===== src/design/pbpu_pkg.sv =====
// ----------------------------------------------------------------------------
// Planar box pose update package
// Shared widths, the item kinds, the controller states, the command word
// between controller and datapath, the arctangent table and saturation.
// ----------------------------------------------------------------------------
package pbpu_pkg;

    localparam int COORD_WIDTH   = 24;
    localparam int CORDIC_STAGES = 16;

    localparam int POS_W   = 24;
    localparam int ANG_W   = 16;
    localparam int SPEED_W = 16;
    localparam int DUR_W   = 16;
    localparam int DIST_W  = SPEED_W + DUR_W;

    localparam int CZ_W   = 34;
    localparam int Z_W    = 33;
    localparam int TRIG_W = 27;
    localparam int MA_W   = (COORD_WIDTH + 1 > DIST_W + 1) ? COORD_WIDTH + 1 : DIST_W + 1;
    localparam int PW     = MA_W + TRIG_W;
    localparam int AW     = PW + 1;

    localparam int STEP_W = ($clog2(CORDIC_STAGES + 1) > 4) ? $clog2(CORDIC_STAGES + 1) : 4;
    localparam int ATAN_IDX_W = 5;
    localparam int NUM_COORDS = 8;
    localparam int CIDX_W     = 3;

    localparam logic [CZ_W-1:0]  CORDIC_GAIN      = CZ_W'(652032874);
    localparam logic [AW-1:0]    PLACE_CORNER_OFS = AW'(2560);
    localparam logic [AW-1:0]    PLACE_MID_OFS    = AW'(1280);
    localparam logic [SPEED_W-1:0] SPEED_RESET    = SPEED_W'(256);

    typedef enum logic [1:0] {
        KIND_PLACE  = 2'd0,
        KIND_ROTATE = 2'd1,
        KIND_MOVE   = 2'd2,
        KIND_NONE   = 2'd3
    } kind_t;

    typedef enum logic [2:0] {
        ST_IDLE,
        ST_DISPATCH,
        ST_CORDIC,
        ST_TRIG,
        ST_ROT,
        ST_MOVE,
        ST_DONE
    } state_t;

    typedef struct packed {
        logic              load;
        logic              place;
        logic              cordic_step;
        logic              rot_issue;
        logic              rot_write;
        logic              move_issue;
        logic              move_apply;
        logic              publish;
        logic [STEP_W-1:0] step;
    } cmd_t;

    // Arctangent of 2^-i in units of a full turn over 2^32.
    function automatic logic signed [Z_W-1:0] atan_at(input logic [ATAN_IDX_W-1:0] idx);
        logic signed [Z_W-1:0] r;
        case (idx)
            5'd0:    r = Z_W'(33'h020000000);
            5'd1:    r = Z_W'(33'h012E4051E);
            5'd2:    r = Z_W'(33'h009FB385B);
            5'd3:    r = Z_W'(33'h0051111D4);
            5'd4:    r = Z_W'(33'h0028B0D43);
            5'd5:    r = Z_W'(33'h00145D7E1);
            5'd6:    r = Z_W'(33'h000A2F61E);
            5'd7:    r = Z_W'(33'h000517C55);
            5'd8:    r = Z_W'(33'h00028BE53);
            5'd9:    r = Z_W'(33'h000145F2F);
            5'd10:   r = Z_W'(33'h0000A2F98);
            5'd11:   r = Z_W'(33'h0000517CC);
            5'd12:   r = Z_W'(33'h000028BE6);
            5'd13:   r = Z_W'(33'h0000145F3);
            5'd14:   r = Z_W'(33'h00000A2FA);
            5'd15:   r = Z_W'(33'h00000517D);
            5'd16:   r = Z_W'(33'h0000028BE);
            5'd17:   r = Z_W'(33'h00000145F);
            5'd18:   r = Z_W'(33'h000000A30);
            5'd19:   r = Z_W'(33'h000000518);
            5'd20:   r = Z_W'(33'h00000028C);
            5'd21:   r = Z_W'(33'h000000146);
            5'd22:   r = Z_W'(33'h0000000A3);
            5'd23:   r = Z_W'(33'h000000051);
            default: r = '0;
        endcase
        return r;
    endfunction

    function automatic logic signed [COORD_WIDTH-1:0] sat_coord(input logic signed [AW-1:0] v);
        logic signed [AW-1:0] hi;
        logic signed [AW-1:0] lo;
        logic signed [COORD_WIDTH-1:0] r;
        hi = $signed((AW'(1) << (COORD_WIDTH - 1)) - AW'(1));
        lo = -hi - AW'(1);
        if (v > hi)
        begin
            r = hi[COORD_WIDTH-1:0];
        end
        else if (v < lo)
        begin
            r = lo[COORD_WIDTH-1:0];
        end
        else
        begin
            r = v[COORD_WIDTH-1:0];
        end
        return r;
    endfunction

endpackage


===== src/design/pbpu_ctrl.sv =====
// ----------------------------------------------------------------------------
// Planar box pose update controller
// Sequences one word at a time: capture, then the place write or CORDIC
// iterations and the rotate or move products, and output-register hand-off.
// ----------------------------------------------------------------------------
module pbpu_ctrl
(
    input  logic          clk,
    input  logic          rst_n,
    input  logic          in_valid,
    output logic          in_stall,
    input  logic [1:0]    kind,
    output logic          out_valid,
    input  logic          out_stall,
    output pbpu_pkg::cmd_t cmd
);
    import pbpu_pkg::*;

    state_t            state_reg, state_next;
    kind_t             kind_reg, kind_next;
    logic [STEP_W-1:0] cnt_reg, cnt_next;
    logic              out_valid_reg, out_valid_next;

    always_ff @(posedge clk or negedge rst_n)
    begin
        if (!rst_n)
        begin
            state_reg     <= ST_IDLE;
            kind_reg      <= KIND_NONE;
            cnt_reg       <= '0;
            out_valid_reg <= 1'b0;
        end
        else
        begin
            state_reg     <= state_next;
            kind_reg      <= kind_next;
            cnt_reg       <= cnt_next;
            out_valid_reg <= out_valid_next;
        end
    end

    always_comb
    begin
        state_next     = state_reg;
        kind_next      = kind_reg;
        cnt_next       = cnt_reg;
        out_valid_next = out_valid_reg;
        cmd            = '0;
        cmd.step       = cnt_reg;
        in_stall       = 1'b1;

        if (out_valid_reg && !out_stall)
        begin
            out_valid_next = 1'b0;
        end

        case (state_reg)
            ST_IDLE:
            begin
                in_stall = 1'b0;
                if (in_valid)
                begin
                    cmd.load   = 1'b1;
                    kind_next  = kind_t'(kind);
                    state_next = ST_DISPATCH;
                end
            end
            ST_DISPATCH:
            begin
                cnt_next = '0;
                case (kind_reg)
                    KIND_PLACE:
                    begin
                        cmd.place  = 1'b1;
                        state_next = ST_DONE;
                    end
                    KIND_ROTATE, KIND_MOVE:
                    begin
                        state_next = ST_CORDIC;
                    end
                    default:
                    begin
                        state_next = ST_DONE;
                    end
                endcase
            end
            ST_CORDIC:
            begin
                cmd.cordic_step = 1'b1;
                if (cnt_reg == STEP_W'(CORDIC_STAGES - 1))
                begin
                    cnt_next   = '0;
                    state_next = ST_TRIG;
                end
                else
                begin
                    cnt_next = cnt_reg + STEP_W'(1);
                end
            end
            ST_TRIG:
            begin
                // Sine and cosine settle into their registers here.
                state_next = (kind_reg == KIND_ROTATE) ? ST_ROT : ST_MOVE;
            end
            ST_ROT:
            begin
                cmd.rot_issue = (cnt_reg < STEP_W'(NUM_COORDS));
                cmd.rot_write = (cnt_reg != '0);
                if (cnt_reg == STEP_W'(NUM_COORDS))
                begin
                    state_next = ST_DONE;
                end
                else
                begin
                    cnt_next = cnt_reg + STEP_W'(1);
                end
            end
            ST_MOVE:
            begin
                if (cnt_reg == '0)
                begin
                    cmd.move_issue = 1'b1;
                    cnt_next       = STEP_W'(1);
                end
                else
                begin
                    cmd.move_apply = 1'b1;
                    state_next     = ST_DONE;
                end
            end
            ST_DONE:
            begin
                if (!out_valid_reg || !out_stall)
                begin
                    cmd.publish    = 1'b1;
                    out_valid_next = 1'b1;
                    state_next     = ST_IDLE;
                end
            end
            default:
            begin
                state_next = ST_IDLE;
            end
        endcase
    end

    assign out_valid = out_valid_reg;

endmodule


===== config.mk =====
export PLATFORM = sky130hd
export DESIGN_NAME = pbpu_ctrl
export DESIGN_NICKNAME = d
export VERILOG_FILES = /design/src/design/pbpu_pkg.sv /design/src/design/pbpu_ctrl.sv
export SDC_FILE = /design/constraint.sdc
export NUM_CORES = 1
export LEC_CHECK = 0
export BUFFER_PORTS_ARGS = -buffer_cell sky130_fd_sc_hd__buf_2
export CAP_MARGIN = 20
export CELL_PAD_IN_SITES_DETAIL_PLACEMENT = 1
export CELL_PAD_IN_SITES_GLOBAL_PLACEMENT = 2
export CORE_UTILIZATION = 29
export CTS_CLUSTER_DIAMETER = 100
export DETAILED_ROUTE_END_ITERATION = 10
export GPL_TIMING_DRIVEN = 0
export HOLD_SLACK_MARGIN = 0.02
export PLACE_DENSITY_LB_ADDON = 0.1
export SETUP_SLACK_MARGIN = 0.1
export SLEW_MARGIN = 20
export SYNTH_ARGS = -nofsm -noshare
export SYNTH_HDL_FRONTEND = slang
export SYNTH_SLANG_ARGS = --single-unit

===== constraint.sdc =====
create_clock -name clk -period 2.2 [get_ports clk]
set_input_delay 0.11 -clock clk [delete_from_list [all_inputs] [get_ports clk]]
set_output_delay 0.11 -clock clk [all_outputs]
set_load 0.01 [all_outputs]

==> flow_metrics.tcl <==
set metrics [dict create \
    synth_cell_types 29 \
    ys_warn_count 0 \
    hold_class "in2reg" \
    ioPinCount 21 \
    remaining_drc_errors 0 \
    fin_ws_ns 0.169 \
    num_rows 18 \
    vias 784 \
    yosysTopAreaCell "dfrtp_1" \
    required_ns 2.36 \
    port_buffers 20 \
    synth_top_family_by_area "simple AND/OR/NAND/NOR gates" \
    critPathCaptureType "register" \
    synthMuxAreaShare_pct 2.65 \
    largest_reg_flops 5 \
    hp-start "kind[1]" \
    wl_microns 2180 \
    fillerInstances 318 \
    comb_power_share_pct 63.7 \
    hold_viol 0 \
    viasPerCell 5.06 \
    setup_tns_ns 0 \
    syn_area_sq_um 803 \
    dpl.hpwl_microns 1670 \
    chipHeight_microns 54.6 \
    ant_nets 0 \
    grt_pass1_wl_microns 3450 \
    synthAdderAreaFrac_pct 9.35 \
    coreArea_sq_um 2540 \
    antenna_cells 0 \
    p_int_mw 0.745 \
    yosys.area_share.simple_pct 24.5 \
    syn-instance-count 98 \
    root_buffer "clkbuf_4" \
    fmax_mhz 492 \
    multiInputGateArea_sq_um 498 \
    nets 138 \
    post-route-period-util_pct 92.3 \
    syn-num-nets 110 \
    tightest_slew_ns 0.574 \
    htreeDepth 1 \
    pwr-share-clk_pct 10.3 \
    peakVddDrop_mv 0.601 \
    fin_crit_ns 2.03 \
    antenna_found_initial 0 \
    cts_tree "done" \
    dr.pass1.iters 4 \
    cts_buffer_depth 2 \
    die_area_sq_um 2980 \
    async_flop_share_pct 100 \
    regArea_sq_um 278 \
    outcome "completed" \
    grt_use_total_pct 17.0 \
    synth_xor_area_share_pct 2.18 \
    setup_viol 0 \
    cts_inserted_buffers 3 \
    crit_start "cnt_reg[1]" \
    skew_ns 0.00268 \
    startpoint_type "register" \
    power.leakage_nw 0.501 \
    power.density_nw_per_um2 1350 \
    place_congestion 0.693 \
    cts.sinks 11 \
    rr_startpoint "cnt_reg[1]" \
    synth_top_flop_cell "dfrtp_1" \
    start_util_pct 31.6 \
    syn_area_per_cell_sq_um 8.20 \
    crit_type "reg2reg" \
    postLayoutCoreUtil_pct 40.5 \
    grt_setup_unrepaired "true" \
    seqPwrFrac_pct 26.0 \
    switching_share_pct 46.5 \
    place_ws_ns 0.0249 \
    clk_pin_slew_worst_paths_ns 0.07 \
    drv_slew 0 \
    drt_iter0_drc 17 \
    first_global_vias 713 \
    wl_per_cell_microns 14.1 \
    synth_compound_area_share_pct 18.8 \
    worst-path-max-fanout 4 \
    power.switching_mw 0.647 \
    clock_latency_ns 0.27 \
    overflow 0 \
    drv_cap 0 \
    crit_arrival_ns 2.19 \
    drive_gt1_share_pct 30.4 \
    syn2layout_area_growth_pct 28.2 \
    ys_ff_latch 11 \
    grt_max_degree 12 \
    dieWidth_microns 54.6 \
    yosys-top-cells-area "dfrtp_1, ha_1, dfstp_2, o21ai_0, inv_1" \
    whs_ns 0.0417 \
    seq_area_frac_synth_pct 34.6 \
    synth_top_area_share_pct 28.0 \
    synth_edf_count 0 \
    max-slew-margin-rel_pct 61.2 \
]
## layout by cell type, fill, tap and decap left out, types with 2 or more instances in the layout
cell,instances
o21ai_0,9
inv_1,10
buf_2,20
xnor2_1,2
nor2b_1,2
o22ai_1,2
ha_1,4
nand3_1,3
clkbuf_1,5
dfrtp_1,9
clkbuf_4,3
a21o_1,2
nand2_1,9
a21oi_1,4
buf_4,3
or3_1,2
a22o_1,2
nand2b_1,5
nor3_1,3
nor2_1,7
dfstp_2,2
## through the flow
step                power [mW]  cells  instance area (sq um)
floorplan                0.933     98                    803
global placement          1.17    148                    941
detailed placement        1.18    148                    941
CTS                       1.36    155                    997
global route              1.55    155                   1030
finish                    1.39    155                   1030
## logic make-up (layout without fill, tap and decap cells)
kind of cell             count (synthesis)  after routing
flip-flops                              11             11
AND/OR/NAND/NOR                         37             37
buffers and inverters                   16             43
adder cells (fa/ha/maj)                  6              6
XOR/XNOR                                 2              2
multiplexers                             2              2
AO/OA/AOI/OAI                           24             24
## final timing paths
| check | end | slack, ns | cells after the start |
|---|---|---|---|
| setup / recovery | cnt_reg[4] | 0.17 | 7 |
| hold / removal | kind_reg[1] | 0.04 | 3 |
| setup reg to reg | cnt_reg[4] | 0.17 | 7 |
| hold reg to reg | kind_reg[0] | 0.52 | 2 |
| max in group asynchronous | kind_reg[0] | 1.69 | 2 |
| min in group asynchronous | out_valid | 0.24 | 2 |
## power by group through the flow
stage                     logic, mW  registers [mW]  clock network, mW
final                         0.886           0.362              0.144
after global routing           1.01           0.377              0.161
after CTS                     0.856           0.356              0.151
after floorplan               0.563           0.370                  0
after global placement        0.807           0.361                  0
after detailed placement      0.816           0.367                  0
## cell type report
class | instances | area share [%]
clock buffer | 4 | 2.55
multi-input combinational | 71 | 48.4
timing repair buffer | 23 | 12.2
inverter | 10 | 3.65
sequential | 11 | 27.0
tap | 30 | 3.65
buffer | 6 | 2.67
## per-layer routing
layer	vias to the layer above	global-route usage (%)	part of all wire, %
met2	19	23.7	43
met3	2	5.00	4.2
li1	387	-	-
met1	376	24.5	51
met5	-	0	0
met4	0	5.13	0.92
## repair_timing
action                                  in CTS  in global routing
setup buffers                                2                  0
endpoints found under the setup margin       3                  5
resized for setup                            2                  7
hold endpoints to repair                    11                  0
pin swaps                                    0                  2
hold buffers                                 1                  0
## cells in the mapped netlist, drive strengths merged, types with 3 or more instances
master	count
inv	10
dfrtp	9
nand2	9
o21ai	9
nor2	8
ha	6
clkbuf	5
nand2b	5
a21oi	4
nor3	4
nand3	3
o22ai	3
## worst max-delay path: stages, from the launching register on
cell,delay (ns)
dfrtp_1,0.42
buf_4,0.16
inv_1,0.05
ha_1,0.18
or3b_4,0.43
a211oi_4,0.30
nor2_2,0.10
mux2_2,0.28
(Power assumes the default switching activity.)
